<file path="config.mk">
export PLATFORM = sky130hd
export DESIGN_NAME = round_robin_sequence_batch_scheduler
export DESIGN_NICKNAME = d
export VERILOG_FILES = /design/src/rtl/rrsbs_pkg.sv /design/src/rtl/round_robin_sequence_batch_scheduler.sv /design/src/rtl/rrsbs_ctrl.sv /design/src/rtl/rrsbs_dp.sv
export SDC_FILE = /design/constraint.sdc
export NUM_CORES = 2
export LEC_CHECK = 0
export ABC_AREA = 1
export BUFFER_PORTS_ARGS = -buffer_cell sky130_fd_sc_hd__buf_2
export CAP_MARGIN = 20
export CELL_PAD_IN_SITES_DETAIL_PLACEMENT = 0
export CELL_PAD_IN_SITES_GLOBAL_PLACEMENT = 1
export CORE_UTILIZATION = 50
export CTS_CLUSTER_SIZE = 14
export DETAILED_ROUTE_END_ITERATION = 10
export PLACE_DENSITY_LB_ADDON = 0.25
export SETUP_SLACK_MARGIN = 0.2
export SYNTH_ARGS = -nofsm -noshare
export SYNTH_HDL_FRONTEND = slang
export SYNTH_HIERARCHICAL = 1
export SYNTH_SLANG_ARGS = --single-unit
</file>
<file path="constraint.sdc">
create_clock -name clock -period 22.5 [get_ports clock]
set_clock_uncertainty 0.1 [all_clocks]
set_input_delay 3.375 -clock clock [delete_from_list [all_inputs] [get_ports clock]]
set_output_delay 3.375 -clock clock [all_outputs]
set_load 0.01 [all_outputs]
</file>
<file path="src/rtl/rrsbs_pkg.sv">
// ----------------------------------------------------------------------------
// rrsbs_pkg
// Types, codes and helpers shared by the round robin batch scheduler.
// ----------------------------------------------------------------------------
package rrsbs_pkg;

   typedef enum logic [2:0] {
      MODE_ENQUEUE  = 3'd0,
      MODE_SCHEDULE = 3'd1,
      MODE_COMPLETE = 3'd2,
      MODE_PAUSE    = 3'd3,
      MODE_RESUME   = 3'd4,
      MODE_CANCEL   = 3'd5,
      MODE_QUERY    = 3'd6
   } mode_type;

   typedef enum logic [2:0] {
      PH_QUEUED    = 3'd0,
      PH_DECODING  = 3'd1,
      PH_PAUSED    = 3'd2,
      PH_FINISHED  = 3'd3,
      PH_CANCELLED = 3'd4
   } phase_type;

   typedef enum logic [1:0] {
      ST_OK       = 2'd0,
      ST_INVALID  = 2'd1,
      ST_LIMIT    = 2'd2,
      ST_OVERFLOW = 2'd3
   } status_type;

   typedef enum logic [1:0] {
      KIND_PREFILL = 2'd0,
      KIND_DECODE  = 2'd1,
      KIND_NONE    = 2'd2
   } kind_type;

   typedef enum logic [2:0] {
      CS_IDLE,
      CS_LOOKUP,
      CS_COUNT,
      CS_EMIT,
      CS_SINGLE
   } ctrl_state_type;

   typedef struct packed {
      logic [2:0]  mode;
      logic [31:0] seq_id;
      logic [31:0] prompt_len;
      logic [31:0] token_cap;
      logic [31:0] new_tokens;
      logic        terminal;
      logic [7:0]  max_sequences;
   } req_type;

   typedef struct packed {
      logic [1:0]  status;
      logic [31:0] out_id;
      logic [2:0]  phase;
      logic [1:0]  flags;
      logic [31:0] out_prompt;
      logic [31:0] out_limit;
      logic [31:0] gen_total;
      logic [1:0]  work_kind;
      logic [31:0] token_position;
      logic [5:0]  slot;
      logic [63:0] generation;
      logic        last;
   } rsp_type;

   typedef struct packed {
      logic [31:0] id;
      logic [31:0] prompt;
      logic [31:0] limit;
      logic [31:0] generated;
      logic [2:0]  phase;
      logic [2:0]  saved_phase;
      logic        running;
      logic        kill_req;
   } entry_type;

   // controller to datapath
   typedef struct packed {
      logic idle;
      logic load;
      logic set_found;
      logic lookup_inc;
      logic count_step;
      logic sched_start;
      logic emit_step;
      logic scan_skip;
      logic single_out;
   } ctrl_cmd_type;

   // datapath to controller
   typedef struct packed {
      logic is_sched;
      logic sched_quick;
      logic match;
      logic lookup_end;
      logic count_done;
      logic cnt_zero;
      logic gen_max;
      logic runnable;
      logic emit_last;
      logic out_free;
   } dp_status_type;

   function automatic rsp_type blank_rsp(input status_type st, input logic [31:0] id);
      rsp_type r;
      r           = '0;
      r.status    = st;
      r.out_id    = id;
      r.work_kind = KIND_NONE;
      r.last      = 1'b1;
      return r;
   endfunction

endpackage

</file>
<file path="src/rtl/round_robin_sequence_batch_scheduler.sv">
// ----------------------------------------------------------------------------
// round_robin_sequence_batch_scheduler
// Sequence table with round robin batch selection.
//
//   channel  direction  handshake               payload
//   req      in         req_valid / req_stall   req_data (req_type)
//   rsp      out        rsp_valid / rsp_stall   rsp_data (rsp_type)
//
// One operation at a time. A non-schedule operation finds its entry by an id lookup
// that reads one entry per cycle from the start of the table up to the match (all n
// entries when the id is absent), then presents its result once the output is free.
// A schedule over n entries makes a count pass and an emit pass through the table's
// single registered read port; the emit pass holds while the result is stalled.
// Synchronous reset empties the table; entry contents are not cleared.
// A stalled result holds in the output register while the next item is taken.
// ----------------------------------------------------------------------------
module round_robin_sequence_batch_scheduler
   import rrsbs_pkg::*;
#(
   parameter int MAX_ENTRIES = 16
) (
   input  logic    clock,
   input  logic    reset,
   input  logic    req_valid,
   output logic    req_stall,
   input  req_type req_data,
   output logic    rsp_valid,
   input  logic    rsp_stall,
   output rsp_type rsp_data
);

   ctrl_cmd_type  cmd;
   dp_status_type stat;

   rrsbs_ctrl u_ctrl (
      .clock     (clock),
      .reset     (reset),
      .req_valid (req_valid),
      .stat      (stat),
      .cmd       (cmd)
   );

   rrsbs_dp #(
      .MAX_ENTRIES (MAX_ENTRIES)
   ) u_dp (
      .clock     (clock),
      .reset     (reset),
      .req_data  (req_data),
      .rsp_stall (rsp_stall),
      .cmd       (cmd),
      .stat      (stat),
      .rsp_valid (rsp_valid),
      .rsp_data  (rsp_data)
   );

   assign req_stall = reset || !cmd.idle;

endmodule

</file>
<file path="src/rtl/rrsbs_ctrl.sv">
// ----------------------------------------------------------------------------
// rrsbs_ctrl
// Sequencer: lookup by id, round robin count pass, emit pass, result.
// ----------------------------------------------------------------------------
module rrsbs_ctrl
   import rrsbs_pkg::*;
(
   input  logic          clock,
   input  logic          reset,
   input  logic          req_valid,
   input  dp_status_type stat,
   output ctrl_cmd_type  cmd
);

   ctrl_state_type state_ff, state_in;

   always_ff @(posedge clock) begin
      if (reset) begin
         state_ff <= CS_IDLE;
      end else begin
         state_ff <= state_in;
      end
   end

   always_comb begin
      state_in = state_ff;
      unique case (state_ff)
         CS_IDLE: begin
            if (req_valid) begin
               if (stat.is_sched && stat.sched_quick) state_in = CS_SINGLE;
               else if (stat.is_sched)                state_in = CS_COUNT;
               else                                   state_in = CS_LOOKUP;
            end
         end
         CS_LOOKUP: begin
            if (stat.match || stat.lookup_end) state_in = CS_SINGLE;
         end
         CS_COUNT: begin
            if (stat.count_done) begin
               if (stat.cnt_zero || stat.gen_max) state_in = CS_SINGLE;
               else                               state_in = CS_EMIT;
            end
         end
         CS_EMIT: begin
            if (stat.out_free && stat.runnable && stat.emit_last) state_in = CS_IDLE;
         end
         CS_SINGLE: begin
            if (stat.out_free) state_in = CS_IDLE;
         end
         default: state_in = CS_IDLE;
      endcase
   end

   always_comb begin
      cmd = '0;
      unique case (state_ff)
         CS_IDLE: begin
            cmd.idle = 1'b1;
            cmd.load = req_valid;
         end
         CS_LOOKUP: begin
            cmd.set_found  = stat.match;
            cmd.lookup_inc = !stat.match && !stat.lookup_end;
         end
         CS_COUNT: begin
            cmd.count_step  = !stat.count_done;
            cmd.sched_start = stat.count_done && !stat.cnt_zero && !stat.gen_max;
         end
         CS_EMIT: begin
            cmd.emit_step = stat.runnable && stat.out_free;
            cmd.scan_skip = !stat.runnable;
         end
         CS_SINGLE: begin
            cmd.single_out = stat.out_free;
         end
         default: cmd = '0;
      endcase
   end

endmodule

</file>
<file path="src/rtl/rrsbs_dp.sv">
// ----------------------------------------------------------------------------
// rrsbs_dp
// Sequence table, scan pointers, operation logic and result register.
// ----------------------------------------------------------------------------
module rrsbs_dp
   import rrsbs_pkg::*;
#(
   parameter int MAX_ENTRIES = 16
) (
   input  logic          clock,
   input  logic          reset,
   input  req_type       req_data,
   input  logic          rsp_stall,
   input  ctrl_cmd_type  cmd,
   output dp_status_type stat,
   output logic          rsp_valid,
   output rsp_type       rsp_data
);

   localparam int IW = (MAX_ENTRIES > 1) ? $clog2(MAX_ENTRIES) : 1;
   localparam int CW = $clog2(MAX_ENTRIES + 1);

   entry_type tbl [MAX_ENTRIES];

   req_type         req_ff;
   logic [CW-1:0]   idx_ff, off_ff, cnt_ff, s_ff, count_ff;
   logic [IW-1:0]   scan_ff;
   logic            found_ff;
   logic [63:0]     gen_ff;
   rsp_type         rsp_ff;
   logic            rsp_valid_ff;
   entry_type       e_ff;

   entry_type       e;
   logic [CW-1:0]   idx_next, idx_in, lim;
   logic            runnable, out_free;
   rsp_type         sres, eres;
   logic            swr;
   logic [IW-1:0]   swa;
   entry_type       swd;
   logic [31:0]     remaining, gen_sum;
   logic            tbl_we;
   logic [IW-1:0]   tbl_wa;
   entry_type       tbl_wd;

   // e_ff always holds the entry at idx_ff
   assign e        = e_ff;
   assign idx_next = (idx_ff == count_ff - CW'(1)) ? '0 : idx_ff + CW'(1);
   assign lim      = (req_ff.max_sequences >= 8'(count_ff)) ? count_ff
                                                             : CW'(req_ff.max_sequences);
   assign runnable = !e.running && !e.kill_req &&
                     (e.phase == PH_QUEUED || e.phase == PH_DECODING);
   assign out_free = !rsp_valid_ff || !rsp_stall;

   always_comb begin
      stat             = '0;
      stat.is_sched    = (req_data.mode == MODE_SCHEDULE);
      stat.sched_quick = (req_data.max_sequences == 8'd0) || (count_ff == '0);
      stat.match       = (idx_ff < count_ff) && (e.id == req_ff.seq_id);
      stat.lookup_end  = (idx_ff == count_ff);
      stat.count_done  = (off_ff == count_ff) || (cnt_ff == lim);
      stat.cnt_zero    = (cnt_ff == '0);
      stat.gen_max     = (gen_ff == '1);
      stat.runnable    = runnable;
      stat.emit_last   = (s_ff + CW'(1) == cnt_ff);
      stat.out_free    = out_free;
   end

   assign remaining = e.limit - e.generated;
   assign gen_sum   = e.generated + req_ff.new_tokens;

   // result and table update of a one-result operation
   always_comb begin
      sres = blank_rsp(ST_INVALID, req_ff.seq_id);
      swr  = 1'b0;
      swa  = idx_ff[IW-1:0];
      swd  = e;
      unique case (req_ff.mode)
         MODE_ENQUEUE: begin
            if (req_ff.seq_id == '0 || req_ff.prompt_len == '0 ||
                req_ff.token_cap == '0 ||
                req_ff.prompt_len > ~req_ff.token_cap || found_ff) begin
               sres.status = ST_INVALID;
            end else if (count_ff == CW'(MAX_ENTRIES)) begin
               sres.status = ST_LIMIT;
            end else begin
               sres.status     = ST_OK;
               swr             = 1'b1;
               swa             = count_ff[IW-1:0];
               swd.id          = req_ff.seq_id;
               swd.prompt      = req_ff.prompt_len;
               swd.limit       = req_ff.token_cap;
               swd.generated   = '0;
               swd.phase       = PH_QUEUED;
               swd.saved_phase = PH_QUEUED;
               swd.running     = 1'b0;
               swd.kill_req    = 1'b0;
            end
         end
         MODE_SCHEDULE: begin
            sres = blank_rsp(ST_INVALID, '0);
            if (req_ff.max_sequences == 8'd0) begin
               sres.status = ST_INVALID;
            end else if (cnt_ff == '0) begin
               sres.status     = ST_OK;
               sres.generation = gen_ff;
            end else begin
               sres.status = ST_OVERFLOW;
            end
         end
         MODE_COMPLETE: begin
            if (!found_ff || !e.running ||
                (req_ff.new_tokens == '0 && !req_ff.terminal)) begin
               sres.status = ST_INVALID;
            end else if (e.kill_req) begin
               sres.status  = ST_OK;
               swr          = 1'b1;
               swd.running  = 1'b0;
               swd.kill_req = 1'b0;
               swd.phase    = PH_CANCELLED;
            end else if (req_ff.new_tokens > remaining) begin
               sres.status = ST_INVALID;
            end else begin
               sres.status   = ST_OK;
               swr           = 1'b1;
               swd.running   = 1'b0;
               swd.generated = gen_sum;
               swd.phase     = (req_ff.terminal || gen_sum == e.limit) ? PH_FINISHED
                                                                       : PH_DECODING;
            end
         end
         MODE_PAUSE: begin
            if (!found_ff || e.running || e.phase == PH_FINISHED ||
                e.phase == PH_CANCELLED) begin
               sres.status = ST_INVALID;
            end else if (e.phase == PH_PAUSED) begin
               sres.status = ST_OK;
            end else begin
               sres.status     = ST_OK;
               swr             = 1'b1;
               swd.saved_phase = e.phase;
               swd.phase       = PH_PAUSED;
            end
         end
         MODE_RESUME: begin
            if (!found_ff || e.phase != PH_PAUSED) begin
               sres.status = ST_INVALID;
            end else begin
               sres.status = ST_OK;
               swr         = 1'b1;
               swd.phase   = e.saved_phase;
            end
         end
         MODE_CANCEL: begin
            if (!found_ff || e.phase == PH_FINISHED) begin
               sres.status = ST_INVALID;
            end else if (e.phase == PH_CANCELLED) begin
               sres.status = ST_OK;
            end else if (e.running) begin
               sres.status  = ST_OK;
               swr          = 1'b1;
               swd.kill_req = 1'b1;
            end else begin
               sres.status = ST_OK;
               swr         = 1'b1;
               swd.phase   = PH_CANCELLED;
            end
         end
         MODE_QUERY: begin
            if (found_ff) begin
               sres.status     = ST_OK;
               sres.phase      = e.phase;
               sres.flags      = {e.kill_req, e.running};
               sres.out_prompt = e.prompt;
               sres.out_limit  = e.limit;
               sres.gen_total  = e.generated;
            end
         end
         default: sres.status = ST_INVALID;
      endcase
   end

   // one work item of a batch
   always_comb begin
      eres                = blank_rsp(ST_OK, e.id);
      eres.work_kind      = (e.phase == PH_QUEUED) ? KIND_PREFILL : KIND_DECODE;
      eres.token_position = e.prompt + e.generated;
      eres.slot           = 6'(s_ff);
      eres.generation     = gen_ff;
      eres.last           = stat.emit_last;
   end

   always_comb begin
      tbl_we = cmd.emit_step || (cmd.single_out && swr);
      tbl_wa = cmd.emit_step ? idx_ff[IW-1:0] : swa;
      tbl_wd = swd;
      if (cmd.emit_step) begin
         tbl_wd         = e;
         tbl_wd.running = 1'b1;
      end
   end

   // next table index
   always_comb begin
      idx_in = idx_ff;
      if (cmd.load) idx_in = (req_data.mode == MODE_SCHEDULE) ? CW'(scan_ff) : '0;
      if (cmd.lookup_inc) idx_in = idx_ff + CW'(1);
      if (cmd.count_step || cmd.scan_skip || cmd.emit_step) idx_in = idx_next;
      if (cmd.sched_start) idx_in = CW'(scan_ff);
      if (reset) idx_in = '0;
   end

   // table write and registered read at the next index, forwarding a same-cycle write
   always_ff @(posedge clock) begin
      if (tbl_we) tbl[tbl_wa] <= tbl_wd;
      if (tbl_we && tbl_wa == idx_in[IW-1:0]) e_ff <= tbl_wd;
      else                                     e_ff <= tbl[idx_in[IW-1:0]];
   end

   // payload registers
   always_ff @(posedge clock) begin
      if (cmd.load) req_ff <= req_data;
      if (cmd.single_out)     rsp_ff <= sres;
      else if (cmd.emit_step) rsp_ff <= eres;
   end

   always_ff @(posedge clock) begin
      if (reset) begin
         idx_ff       <= '0;
         off_ff       <= '0;
         cnt_ff       <= '0;
         s_ff         <= '0;
         count_ff     <= '0;
         scan_ff      <= '0;
         found_ff     <= 1'b0;
         gen_ff       <= '0;
         rsp_valid_ff <= 1'b0;
      end else begin
         idx_ff <= idx_in;
         if (cmd.load) begin
            off_ff   <= '0;
            cnt_ff   <= '0;
            found_ff <= 1'b0;
         end
         if (cmd.set_found)  found_ff <= 1'b1;
         if (cmd.count_step) begin
            if (runnable) cnt_ff <= cnt_ff + CW'(1);
            off_ff <= off_ff + CW'(1);
         end
         if (cmd.sched_start) begin
            gen_ff <= gen_ff + 64'd1;
            s_ff   <= '0;
         end
         if (cmd.emit_step) begin
            s_ff <= s_ff + CW'(1);
            if (stat.emit_last) scan_ff <= idx_next[IW-1:0];
         end
         if (cmd.single_out && swr && req_ff.mode == MODE_ENQUEUE) begin
            count_ff <= count_ff + CW'(1);
         end
         // hold a stalled result, drop it once transferred
         if (cmd.single_out || cmd.emit_step) rsp_valid_ff <= 1'b1;
         else if (!rsp_stall)                 rsp_valid_ff <= 1'b0;
      end
   end

   assign rsp_valid = rsp_valid_ff;
   assign rsp_data  = rsp_ff;

   a_count_max: assert property (@(posedge clock) disable iff (reset)
      count_ff <= CW'(MAX_ENTRIES))
      else $error("entry count beyond table size");

   a_scan_in_table: assert property (@(posedge clock) disable iff (reset)
      count_ff != '0 |-> CW'(scan_ff) < count_ff)
      else $error("scan start outside table");

   a_batch_bound: assert property (@(posedge clock) disable iff (reset)
      cmd.emit_step |-> s_ff < cnt_ff)
      else $error("batch emits more items than counted");

   a_emit_valid: assert property (@(posedge clock) disable iff (reset)
      cmd.emit_step |=> rsp_valid_ff && rsp_ff.work_kind != KIND_NONE)
      else $error("work item not presented");

endmodule
</file>
==> metrics.cfg <==
[detailed_routing]
wl_met2_um=169000
via_count=81900
top_layer=met5
firstDrtPassIters=6
drc_errors=0
first_iter_violations=10100
wl_met3_um=34600
antenna_left=0
drt_wl_total_um=377000
avgViaCountPerCell=6.11
post_drt_wl_per_cell_um=28.1
wirelength_met1_um=154000

[sta]
rsz0062_at_grt=no
holdWs_ns=0.366
fin_tns_setup_ns=0
fmax_mhz=81.5
slew_violations=0
finalHoldViolCount=0
maxSlewHeadroom_pct=6.99
worst-slew-pin-transition_ns=1.40
final-setup-viol-count=0
min_period_ns=12.26
fin_crit_sh_pct=54.5

[floorplan]
die_x_um=481
die_area_um2=231000
io_pins=386
dieHeight_um=481
core.rowCount=175
fp.coreArea_um2=227000
start_util_pct=50.3

[place]
hpwl_um=228000
place_inst=12900
placed_area_um2=119000
gp_routability_congestion=0.960
port_buffers=384

[power_and_ir_drop]
powerDensity_nw_per_um2=168
p_leak_nw=45.3
vdd_drop_max_v=0.000106
power.total_mw=21.6

[flow_run]
cap_violations=0

[final_layout]
fin_nets=10500
multiInputGateArea_um2=30800
fill_cells=18800
drive_gt1_share_pct=11.0
syn_to_final_growth_pct=12.5
final_cells=13400
stdcell_area_um2=129000
register_area_um2=78800

[logic_synthesis]
syn-cell-area_um2=115000
synth-edff-count=2555
yosysSeqAreaShare_pct=68.8
yosys_warnings=6
synthCells=9775
ys.flop_type=edfxtp_1
synth_nets=10100
synth.ff_latch_count=2657
avgSynthCellArea_um2=11.7
synthArstFlopShare_pct=0
synth_cell_types=71

[setup_path]
crit_path_max_fanout=146
path_common_cell=nand2_1
rrSetupSlack_ns=10.24
crit_type=flop to flop
worst_setup_path_end_kind=flop
cp_slowest_cell=buf_4
reg2reg_depth=37
cp.arrival_ns=12.71
max_stage_delay_ns=0.99
cp.required_ns=22.94
crit_path_start_kind=flop

[clock_tree]
cts_tree=built
cts-buffers-inserted=296
cts_sinks=2657
clk_pin_slew_ns=0.06
clk_latency_ns=0.98
post_cts_resized=0
hold_buffers=0
htree_levels=5
postCtsSetupBuffers=0
clock-root-buffer=clkbuf_16
cts_buffer_depth=4

[global_routing]
antenna_found_initial=25
grt_pass1_wl_um=534000
track_usage_pct=31.9
grt_pass1_vias=76200
grt-ovfl-total=0
grt_max_degree=240

[outcome]
status=completed

[hold_path]
hold_depth=1
hold_path_class=flop to flop

-- sequential cells by signal, indices dropped and copies added (netlist names), 3 cells and up, named ones only --
name             cells
u_dp/tbl          2176
u_dp/rsp_data      239
u_dp/req_ff        140
u_dp/gen_ff         64
u_dp/cnt_ff          5
u_dp/count_ff        5
u_dp/idx_ff          5
u_dp/off_ff          5
u_dp/s_ff            5
u_dp/scan_ff         4
u_ctrl/state_ff      3
-- cell type report --
class | count | area share [%]
timing repair buffer | 634 | 3.13
inverter | 561 | 1.66
multi-input combinational | 6022 | 23.9
clock inverter | 145 | 1.19
tap | 3009 | 2.92
clock buffer | 366 | 6.05
antenna | 7 | 0.0136
sequential | 2657 | 61.1
-- cell usage after synthesis, types with 9 or more instances --
master	instances	share of area [%]
buf_2	170	0.74
ha_1	175	1.9
nor2_1	1577	5.2
dfxtp_1	102	1.8
inv_2	27	0.088
a22oi_1	17	0.11
o221ai_1	172	1.3
nor4_1	43	0.23
nand2_1	1153	3.8
nor3_1	85	0.37
o22ai_1	311	1.7
buf_1	24	0.079
buf_4	61	0.40
a21boi_0	10	0.066
xnor2_1	26	0.20
o21ai_0	1264	5.5
nand3_1	342	1.5
edfxtp_1	2555	67
o21ai_1	110	0.48
clkbuf_1	197	0.65
o211ai_1	148	0.97
o21a_1	22	0.14
o21bai_1	33	0.22
inv_1	531	1.7
a221oi_1	9	0.069
a31oi_1	18	0.098
xor2_1	75	0.57
a21oi_1	279	1.2
buf_6	78	0.77
nand4_1	46	0.25
-- through the flow --
step                      setup WS (ns)  util, %
final                             10.24     56.7
after global routing               9.68     56.7
after CTS                         10.38     56.6
after detailed placement          10.41     52.5
after global placement            10.51     52.4
after floorplan                   10.95        -
-- kinds of logic after synthesis --
logic type / count (synthesis) / share of synthesized area [%]
AO/OA/AOI/OAI: 2445 / 12.3
XOR/XNOR: 101 / 0.772
adder cells (fa/ha/maj): 178 / 1.96
buffers and inverters: 1096 / 4.53
flip-flops: 2657 / 68.8
other: 1 / 0.00327
AND/OR/NAND/NOR: 3297 / 11.7
-- cells in the final DEF, fill, tap and decap left out, drive strengths merged, types with 9 or more instances in the layout --
| cell type | instances |
|---|---|
| edfxtp | 2555 |
| nor2 | 1585 |
| o21ai | 1381 |
| nand2 | 1160 |
| buf | 631 |
| inv | 567 |
| clkbuf | 369 |
| nand3 | 349 |
| o22ai | 312 |
| a21oi | 279 |
| ha | 175 |
| o221ai | 172 |
| o211ai | 151 |
| dfxtp | 102 |
| clkinv | 102 |
| nor3 | 87 |
| xor2 | 75 |
| nand4 | 46 |
| nor4 | 45 |
| o21bai | 33 |
| bufinv | 32 |
| xnor2 | 26 |
| o21a | 22 |
| a31oi | 18 |
| a22oi | 17 |
| a21boi | 10 |
| a221oi | 9 |
-- metal layers --
layer | GRT usage (%) | vias up
li1 | - | 36200
met1 | 44.9 | 40400
met2 | 48.6 | 4499
met3 | 5.06 | 722
met4 | 15.3 | 18
met5 | 0 | -
-- worst max-delay path: cells and delay by family (launching register included) --
family	cells	cell delay [ns]
xor gates and xnor gates	1	0.13
and+or+nand+nor	19	3.31
DFF	1	0.53
adders and majority gates	2	0.69
AOI/OAI and AO/OA	7	1.59
buffers and inverters	8	5.10
-- power by group --
part	leakage (nW)	internal, mW	total, mW	switching, mW
registers	23.9	6.99	7.23	0.241
logic	16.8	2.61	9.66	7.06
clock network	4.56	2.82	4.73	1.91
-- worst paths after layout --
kind | to | start
min | u_dp/gen_ff[35] | u_dp/gen_ff[35]
max | u_dp/tbl[12][26] | flop
max reg2reg | u_dp/tbl[12][26] | flop
min reg2reg | u_dp/gen_ff[35] | u_dp/gen_ff[35]
Power figures use the tool's default switching activity.
